<file path="config.mk">
export PLATFORM = sky130hd
export DESIGN_NAME = integer_set_with_max_core
export DESIGN_NICKNAME = d
export VERILOG_FILES = /design/src/hdl/isms_pkg.sv /design/src/hdl/isms_front.sv /design/src/hdl/isms_back.sv /design/src/hdl/integer_set_with_max_core.sv
export SDC_FILE = /design/constraint.sdc
export NUM_CORES = 2
export LEC_CHECK = 0
export BUFFER_PORTS_ARGS = -buffer_cell sky130_fd_sc_hd__buf_4
export CAP_MARGIN = 5
export CORE_MARGIN = 3
export CORE_UTILIZATION = 30
export DETAILED_ROUTE_END_ITERATION = 7
export GPL_TIMING_DRIVEN = 0
export SLEW_MARGIN = 20
export SYNTH_ARGS = -nofsm -noshare
export SYNTH_HDL_FRONTEND = slang
export SYNTH_SLANG_ARGS = --single-unit
</file>
<file path="constraint.sdc">
create_clock -name clk -period 6.5 [get_ports clk]
set_input_delay 1.3 -clock clk [delete_from_list [all_inputs] [get_ports clk]]
set_output_delay 1.3 -clock clk [all_outputs]
set_load 0.03 [all_outputs]
</file>
<file path="src/hdl/isms_pkg.sv">
// Shared types and codes for the integer set with running maximum.
package isms_pkg;

	localparam logic [1:0] OP_ADD    = 2'd0;
	localparam logic [1:0] OP_REMOVE = 2'd1;
	localparam logic [1:0] OP_CLEAR  = 2'd2;

	localparam logic [1:0] ST_OK          = 2'd0;
	localparam logic [1:0] ST_NOT_PRESENT = 2'd1;
	localparam logic [1:0] ST_FULL        = 2'd2;

	typedef struct packed {
		logic [1:0]         operation;
		logic signed [31:0] value;
	} req_t;

	typedef struct packed {
		logic [1:0]         status;
		logic signed [31:0] max_value;
		logic               nonempty;
		logic [6:0]         count;
	} res_t;

	typedef enum logic [1:0] {
		CMD_ADD,
		CMD_REMOVE,
		CMD_CLEAR,
		CMD_NOP
	} cmd_kind_t;

	typedef struct packed {
		cmd_kind_t          kind;
		logic signed [31:0] value;
	} cmd_t;

	typedef enum logic [2:0] {
		B_IDLE,
		B_SEARCH,
		B_SHIFT,
		B_SCAN,
		B_DONE
	} back_state_t;

endpackage

</file>
<file path="src/hdl/isms_front.sv">
// Front end: accepts requests, decodes the operation and queues commands for the engine.
module isms_front (
	input  logic           clk,
	input  logic           arst_n,
	input  logic           push,
	output logic           full,
	input  isms_pkg::req_t req,
	output logic           cmd_valid,
	output isms_pkg::cmd_t cmd,
	input  logic           cmd_take
);

	isms_pkg::cmd_t ent_q [2];
	logic           wp_q;
	logic           rp_q;
	logic [1:0]     n_q;
	logic           wr_ok;
	logic           rd_ok;
	isms_pkg::cmd_t cmd_new;

	always_comb begin
		cmd_new.value = req.value;
		unique case (req.operation)
			isms_pkg::OP_ADD:    cmd_new.kind = isms_pkg::CMD_ADD;
			isms_pkg::OP_REMOVE: cmd_new.kind = isms_pkg::CMD_REMOVE;
			isms_pkg::OP_CLEAR:  cmd_new.kind = isms_pkg::CMD_CLEAR;
			default:             cmd_new.kind = isms_pkg::CMD_NOP;
		endcase
	end

	assign full      = (n_q == 2'd2);
	assign cmd_valid = (n_q != 2'd0);
	assign cmd       = ent_q[rp_q];
	assign wr_ok     = push && !full;
	assign rd_ok     = cmd_take && cmd_valid;

	always_ff @(posedge clk) begin
		if (wr_ok) begin
			ent_q[wp_q] <= cmd_new;
		end
	end

	always_ff @(posedge clk or negedge arst_n) begin
		if (!arst_n) begin
			wp_q <= 1'b0;
			rp_q <= 1'b0;
			n_q  <= 2'd0;
		end else begin
			if (wr_ok) begin
				wp_q <= !wp_q;
			end
			if (rd_ok) begin
				rp_q <= !rp_q;
			end
			if (wr_ok && !rd_ok) begin
				n_q <= n_q + 2'd1;
			end else if (rd_ok && !wr_ok) begin
				n_q <= n_q - 2'd1;
			end
		end
	end

endmodule

</file>
<file path="src/hdl/isms_back.sv">
// Engine: entry memory, search / shift / rescan sequencer and the result register.
module isms_back #(
	parameter int CAPACITY = 64
) (
	input  logic           clk,
	input  logic           arst_n,
	input  logic           cmd_valid,
	input  isms_pkg::cmd_t cmd,
	output logic           cmd_take,
	output logic           empty,
	input  logic           pop,
	output isms_pkg::res_t res
);

	localparam int CW = $clog2(CAPACITY + 1);
	localparam int IW = (CAPACITY > 1) ? $clog2(CAPACITY) : 1;

	logic [31:0] mem [CAPACITY];
	logic [31:0] rd_data_q;

	isms_pkg::back_state_t state_q, state_d;
	isms_pkg::cmd_t        cmd_q;
	logic [CW-1:0]         idx_q, idx_d;
	logic [CW-1:0]         cnt_q, cnt_d;
	logic signed [31:0]    max_q, max_d;
	logic [1:0]            st_q, st_d;
	logic                  first_q, first_d;
	logic                  pend_q;
	logic [IW-1:0]         pend_idx_q;
	logic                  res_vld_q;

	logic          rd_en;
	logic [IW-1:0] rd_addr;
	logic          we;
	logic [IW-1:0] wr_addr;
	logic [31:0]   wr_data;
	logic          load_res;
	logic          hit;

	assign rd_addr = idx_q[IW-1:0];
	assign hit     = pend_q && (rd_data_q == cmd_q.value);

	always_comb begin
		state_d  = state_q;
		idx_d    = idx_q;
		cnt_d    = cnt_q;
		max_d    = max_q;
		st_d     = st_q;
		first_d  = first_q;
		rd_en    = 1'b0;
		we       = 1'b0;
		wr_addr  = cnt_q[IW-1:0];
		wr_data  = cmd_q.value;
		cmd_take = 1'b0;
		load_res = 1'b0;
		unique case (state_q)
			isms_pkg::B_IDLE: begin
				if (cmd_valid) begin
					cmd_take = 1'b1;
					idx_d    = '0;
					st_d     = isms_pkg::ST_OK;
					case (cmd.kind)
						isms_pkg::CMD_ADD, isms_pkg::CMD_REMOVE: state_d = isms_pkg::B_SEARCH;
						isms_pkg::CMD_CLEAR: begin
							cnt_d   = '0;
							max_d   = '0;
							state_d = isms_pkg::B_DONE;
						end
						default: state_d = isms_pkg::B_DONE;
					endcase
				end
			end
			isms_pkg::B_SEARCH: begin
				if (hit) begin
					if (cmd_q.kind == isms_pkg::CMD_REMOVE) begin
						idx_d   = CW'(pend_idx_q) + CW'(1);
						state_d = isms_pkg::B_SHIFT;
					end else begin
						// duplicate add
						state_d = isms_pkg::B_DONE;
					end
				end else if (idx_q == cnt_q) begin
					state_d = isms_pkg::B_DONE;
					if (cmd_q.kind == isms_pkg::CMD_REMOVE) begin
						st_d = isms_pkg::ST_NOT_PRESENT;
					end else if (cnt_q == CW'(CAPACITY)) begin
						st_d = isms_pkg::ST_FULL;
					end else begin
						we    = 1'b1;
						cnt_d = cnt_q + CW'(1);
						if (cnt_q == '0 || cmd_q.value > max_q) begin
							max_d = cmd_q.value;
						end
					end
				end else begin
					rd_en = 1'b1;
					idx_d = idx_q + CW'(1);
				end
			end
			isms_pkg::B_SHIFT: begin
				if (idx_q < cnt_q) begin
					rd_en = 1'b1;
					idx_d = idx_q + CW'(1);
				end
				if (pend_q) begin
					// entry read last cycle moves down one slot
					we      = 1'b1;
					wr_addr = pend_idx_q - IW'(1);
					wr_data = rd_data_q;
				end
				if (idx_q == cnt_q && !pend_q) begin
					cnt_d   = cnt_q - CW'(1);
					idx_d   = '0;
					first_d = 1'b1;
					if (cmd_q.value == max_q && cnt_q != CW'(1)) begin
						state_d = isms_pkg::B_SCAN;
					end else begin
						state_d = isms_pkg::B_DONE;
					end
				end
			end
			isms_pkg::B_SCAN: begin
				if (idx_q < cnt_q) begin
					rd_en = 1'b1;
					idx_d = idx_q + CW'(1);
				end
				if (pend_q && (first_q || $signed(rd_data_q) > max_q)) begin
					max_d   = $signed(rd_data_q);
					first_d = 1'b0;
				end
				if (idx_q == cnt_q && !pend_q) begin
					state_d = isms_pkg::B_DONE;
				end
			end
			isms_pkg::B_DONE: begin
				if (!res_vld_q || pop) begin
					load_res = 1'b1;
					state_d  = isms_pkg::B_IDLE;
				end
			end
			default: state_d = isms_pkg::B_IDLE;
		endcase
	end

	always_ff @(posedge clk) begin
		if (we) begin
			mem[wr_addr] <= wr_data;
		end
		if (rd_en) begin
			rd_data_q <= mem[rd_addr];
		end
	end

	always_ff @(posedge clk or negedge arst_n) begin
		if (!arst_n) begin
			state_q <= isms_pkg::B_IDLE;
		end else begin
			state_q <= state_d;
		end
	end

	always_ff @(posedge clk or negedge arst_n) begin
		if (!arst_n) begin
			cnt_q     <= '0;
			max_q     <= '0;
			pend_q    <= 1'b0;
			res_vld_q <= 1'b0;
		end else begin
			cnt_q  <= cnt_d;
			max_q  <= max_d;
			pend_q <= rd_en;
			if (load_res) begin
				res_vld_q <= 1'b1;
			end else if (pop) begin
				res_vld_q <= 1'b0;
			end
		end
	end

	always_ff @(posedge clk) begin
		idx_q      <= idx_d;
		st_q       <= st_d;
		first_q    <= first_d;
		pend_idx_q <= rd_addr;
		if (cmd_take) begin
			cmd_q <= cmd;
		end
		if (load_res) begin
			res.status    <= st_q;
			res.max_value <= (cnt_q != '0) ? max_q : 32'sd0;
			res.nonempty  <= (cnt_q != '0);
			res.count     <= 7'(cnt_q);
		end
	end

	assign empty = !res_vld_q;

endmodule

</file>
<file path="src/hdl/integer_set_with_max_core.sv">
// Clear or unused code goes straight to the result; add or remove first searches the entry memory;
// remove of a present value then shifts later entries down, and rescans for the maximum if it was removed.
// The entry memory is read one entry per cycle on each pass.
// One request is in the engine at a time; two more queue in front of it.
// Async reset clears count, maximum and queues; the entry memory is not cleared.
module integer_set_with_max_core #(
	parameter int CAPACITY = 64
) (
	input  logic           clk,
	input  logic           arst_n,
	input  logic           push,
	output logic           full,
	input  isms_pkg::req_t req,
	output logic           empty,
	input  logic           pop,
	output isms_pkg::res_t res
);

	logic           cmd_valid;
	logic           cmd_take;
	isms_pkg::cmd_t cmd;

	isms_front u_front (
		.clk       (clk),
		.arst_n    (arst_n),
		.push      (push),
		.full      (full),
		.req       (req),
		.cmd_valid (cmd_valid),
		.cmd       (cmd),
		.cmd_take  (cmd_take)
	);

	isms_back #(
		.CAPACITY (CAPACITY)
	) u_back (
		.clk       (clk),
		.arst_n    (arst_n),
		.cmd_valid (cmd_valid),
		.cmd       (cmd),
		.cmd_take  (cmd_take),
		.empty     (empty),
		.pop       (pop),
		.res       (res)
	);

endmodule

</file>
# Yosys cells after proc, flatten, opt, wreduce, memory -nomap -nowiden

Memories as Yosys holds them, arrays and structs flattened. A register that Yosys moved wholly into a read port is not among the register bits.
Cells that the tools add are included.

Bits in writable memories: 2116
Output and inout port bits: 44
Register bits: 140
Bits of input ports: 38
Logic and storage cells: 169
Memories kept: 2

Memory list:

| memory        | depth | width | rd ports | clocked after memory_dff | write ports | RTL line         | text |
|---|---|---|---|---|---|---|---|
| u_back.mem    | 64    | 32    | 1        | 1                        | 1           | isms_back.sv:18  | `logic [31:0] mem [CAPACITY];` |
| u_front.ent_q | 2     | 34    | 1        | 0                        | 1           | isms_front.sv:13 | `isms_pkg::cmd_t ent_q [2];` |

Equal/unequal tests: 30
$add $sub $neg: 7
Multiplexer cells: 70
Reduce and logical (&&, ||, !) cells: 39
Magnitude comparators: 3

Operators by type and width:

| operator            | number |
|---|---|
| $mux 32             | 10 |
| $pmux 32 s3         | 1 |
| $mux 7              | 13 |
| $eq 32x32->1        | 2 |
| $gt 32x32->1        | 2 |
| $pmux 7 s4          | 1 |
| $mux 3              | 9 |
| $pmux 7 s3          | 1 |
| $mux 1              | 20 |
| $pmux 3 s5          | 1 |
| $add 7x1->7 const B | 2 |
| $mux 2              | 7 |
| $mux 6              | 2 |
| $ne 2x1->1 const B  | 6 |
| $ne 2x2->1 const B  | 5 |
| $reduce_and 5->1    | 2 |
| $reduce_bool 2->1   | 5 |
| $reduce_and 9->1    | 1 |
| $logic_and 1x1->1   | 8 |
| $reduce_and 8->1    | 1 |
| $add 6x1->7 const B | 1 |
| $eq 7x7->1          | 1 |
| $eq 7x7->1 const B  | 1 |
| $logic_not 1->1     | 7 |
| other kinds (27)    | 40 |

# Depth between registers and ports, before layout

Depth after elaboration: 8
Depth in mapped cells: 15
Gate-level depth less buffers: 10

# Modules after synthesis

Synthesis repeated with hierarchy kept, for this count alone.

Cell total of the unflattened synthesis: 3892
Area total of the unflattened synthesis: 89696.0 µm²

By module, submodules not included:

| module     | area an instance (µm²) | cells each | sequential area each (µm²) | instances |
|---|---|---|---|---|
| isms_back  | 86883.3                | 3765       | 66263.6                    | 1 |
| isms_front | 2812.7                 | 127        | 2142.1                     | 1 |

# Worst setup path before layout

Ideal clock, no wire load.

Path type: reg2reg
Start: register u_back.idx_q[0]
End: memory u_back.mem[55][0] (enable)
Stages on the path, launching flop included: 15
Library setup time: 468 ps
Slack: 1067 ps
Arrival time: 4965 ps
Data required time: 6032 ps
Buffers on the path: 6
Period minus slack after synthesis: 5433 ps
Path through: edfxtp_1 buf_2 buf_6 buf_4 buf_4 buf_2 inv_1 ha_1 and4_1 nand4_1 inv_1 a31o_2 buf_2 nand3_2 nor3b_1

Cells in the longest elaborated chain, start to end: 6

Ends and longest elaborated chain:

| what                         | RTL line         | text |
|---|---|---|
| from (decl)                  | isms_back.sv:23  | `logic [CW-1:0] idx_q, idx_d;` |
| from (signal assigned)       | isms_back.sv:181 | `idx_q <= idx_d;` |
| $eq 7x7->1                   | isms_back.sv:82  | `end else if (idx_q == cnt_q) begin` |
| $mux 1                       | isms_back.sv:82  |  |
| $mux 1                       | isms_back.sv:74  | `if (hit) begin` |
| $pmux 1 s2                   | isms_back.sv:56  | `unique case (state_q)` |
| $mux 1                       | isms_back.sv:146 | `if (we) begin` |
| $mux 1 (not written as such) | isms_back.sv:147 | `mem[wr_addr] <= wr_data;` |
| to (decl)                    | isms_back.sv:18  |  |

Every way passes these cells.

# Final worst setup path

Start: register u_back.idx_q[0]
End: memory u_back.mem[1][26] (enable)

The elaborated chain is that of the path after synthesis.

==> flow_summary.json <==
{
  "clkTransAtPathRegs_ns": 0.06,
  "setup_viol_count_final": 0,
  "drc": 0,
  "final_nets": 5381,
  "rsz0062_at_grt": "no",
  "switching_share": 0.196,
  "fin_util": 0.356,
  "synth_top_area_share": 0.740,
  "synth_cell_types": 70,
  "grt_usage": 0.163,
  "synth_seq_cells": 2288,
  "postRouteAntennaNets": 0,
  "post-cts-setup-buffers": 0,
  "firstDrtPassIters": 8,
  "peakVddDrop_mv": 0.222,
  "ys_seq_area_frac": 0.755,
  "synth_top_flop_cell": "edfxtp_1",
  "yosysMostFrequentCell": "edfxtp_1",
  "synth_nets": 4959,
  "avgSynthCellArea_um2": 18.7,
  "hp-class": "flop to flop",
  "antenna_found_initial": 13,
  "root_buffer": "clkbuf_16",
  "async_reset_ff_frac": 0.0210,
  "die_area_mm2": 0.309,
  "arrival_ns": 6.54,
  "min_period_over_period": 0.924,
  "hpwl_um": 177000,
  "p_switching_mw": 5.71,
  "grt_pass1_vias": 49400,
  "viasPerCell": 5.26,
  "numPlacedInstances": 8998,
  "crit_fanout": 17,
  "grt_pass1_wl_um": 365000,
  "hold_buffers": 0,
  "maxSlewHeadroom": 0.174,
  "cts_made_buffers": 222,
  "p_clk_frac": 0.441,
  "die_h_um": 556,
  "initialDrtViolationCount": 6246,
  "synthToLayoutAreaGrowth_pct": 17.9,
  "finalHoldViolCount": 0,
  "startpoint_type": "flop",
  "worst_slew_pin_slew_ns": 1.24,
  "max_cap_viol_count": 0,
  "cts_resized": 0,
  "outcome": "complete, no violations",
  "yosysTopAreaCell": "edfxtp_1",
  "port_buffers": 79,
  "ios": 82,
  "crit_type": "flop to flop",
  "fin_cells": 9417,
  "slew_viol_final": 0,
  "post_route_cells_drive_above_1_share": 0.197,
  "seq_power_share": 0.552,
  "die_x_um": 556,
  "rows": 201,
  "synthesis.area_mm2": 0.0907,
  "cts_tree": "yes",
  "synth-edff-count": 2234,
  "fmax_mhz": 167,
  "end_kind": "flop",
  "wl_per_cell_um": 27.3,
  "gp_congestion": 0.928,
  "whs_ns": 0.432,
  "grt_max_degree": 65,
  "power.density_mw_per_mm2": 273,
  "power_frac_comb": 0.007,
  "syn_inst": 4842,
  "start_util": 0.302,
  "clock_path_buffers": 3,
  "cp.required_ns": 7.03,
  "synth_commonest_cells": "2234 x edfxtp_1, 523 x mux2i_1, 274 x mux4_2",
  "min_period_ns": 6.01,
  "core-area_mm2": 0.300,
  "routed-via-count": 49600,
  "synth_area_leaders": "edfxtp_1 74%, mux4_2 6.8%, mux2i_1 5.8%",
  "htreeDepth": 4,
  "p_leak_nw": 36.8,
  "final.setup_skew_ns": 0.0672,
  "cell_internal_pwr_mw": 23.5,
  "wl_um": 257000,
  "cts.sinks": 2288,
  "grt_overflow": 0,
  "clock_latency_ns": 0.88,
  "yosysWarnings": 0
}
==> state kept, by name (all words and copies together), names as in the netlist, 2 cells and up <==
name / count
u_back.res: 42
u_front.n_q: 2
u_back.state_q: 3
u_back.pend_idx_q: 6
u_back.cnt_q: 7
u_back.st_q: 2
u_back.mem: 2048
u_front.ent_q: 68
u_back.max_q: 32
u_back.cmd_q: 34
u_back.idx_q: 7
u_back.rd_data_q: 32
==> area by class of cell <==
cell class,instances,area [um^2]
Fill cell,27800,193000
Sequential cell,2288,68400
Timing Repair Buffer,198,3260
Clock inverter,143,1400
Multi-Input combinational cell,2217,21600
Antenna cell,3,7.51
Buffer,280,1310
Tap cell,3958,4950
Clock buffer,273,5820
Inverter,57,214
==> power by group through the flow <==
| stage | registers, mW | clock network, mW | logic [mW] |
|---|---|---|---|
| floorplan | 16.4 | 0 | 0.110 |
| global placement | 16.4 | 0 | 0.184 |
| detailed placement | 16.4 | 0 | 0.212 |
| CTS | 16.1 | 13.0 | 0.217 |
| global route | 16.1 | 13.6 | 0.231 |
| finish | 16.1 | 12.9 | 0.212 |
==> worst paths after layout <==
kind	startpoint	to	slack, ns	cells past startpoint
setup / recovery	u_back.idx_q[0]	u_back.mem[1][26]	0.49	15
hold / removal	u_back.st_q[0]	u_back.res[40]	0.43	0
hold reg to reg	u_back.st_q[0]	u_back.res[40]	0.43	0
setup reg to reg	u_back.idx_q[0]	u_back.mem[1][26]	0.49	15
min in group asynchronous	arst_n	u_front.rp_q	0.46	1
max in group asynchronous	arst_n	u_back.max_q[5]	5.54	1
==> logic make-up (layout without fill, tap and decap cells) <==
family                   Yosys count  in the layout  share of synthesized area
multiplexers                     832            832                      0.130
AND/OR/NAND/NOR                  477            477                     0.0240
other                              0              3                          0
flip-flops                      2288           2288                      0.755
AO/OA/AOI/OAI                    774            774                     0.0584
adder cells (fa/ha/maj)           79             79                     0.0109
buffers and inverters            337            951                     0.0166
XOR/XNOR                          55             55                    0.00531
==> critical path, cell delays in order, from the launching register on <==
cell,delay (ns)
edfxtp_1,0.52
buf_2,0.24
buf_6,0.19
buf_4,0.38
buf_4,0.33
buf_2,0.41
inv_1,0.12
ha_1,0.29
and4_1,0.19
nand4_1,0.27
inv_1,0.15
a31o_2,0.20
buf_2,0.26
nand3_1,0.84
nor2_4,0.97
buf_12,0.26
==> layout by cell type, fill, tap and decap left out, drive strengths merged, types with 8 or more instances in the layout <==
cell type  netlist  final
nor3            75     75
nand3           25     25
bufinv           0     24
nand2          153    153
buf            122    320
a22oi           35     35
nand4           16     16
edfxtp        2234   2234
dfrtp           48     48
mux2i          523    523
xor2            39     39
o21ai           36     36
clkbuf         158    431
o221ai         242    242
xnor2           16     16
nor2           153    153
clkinvlp         0      8
mux2            35     35
a211oi          34     34
ha              79     79
inv             56     69
clkinv           1     99
o22ai          132    132
nor4            12     12
a21oi          248    248
mux4           274    274
==> stage by stage <==
stage / TNS (ns) / instance area [um^2] / worst slack (ns) / total power, mW
after detailed placement: 0 / 99700 / 0.527 / 16.6
after global placement: -1794.97 / 96200 / -2.58 / 16.6
after floorplan: 0 / 90700 / 1.07 / 16.5
final: 0 / 107000 / 0.495 / 29.2
after global routing: 0 / 107000 / 0.303 / 30.0
after CTS: 0 / 107000 / 0.482 / 29.3
==> per-layer routing <==
layer  global-route usage  part of all wire
met5                    0          0.000051
met4               0.0652             0.043
met3               0.0378             0.091
met2                0.258              0.46
met1                0.216              0.40
No activity file was read; power rests on OpenSTA's default activity.
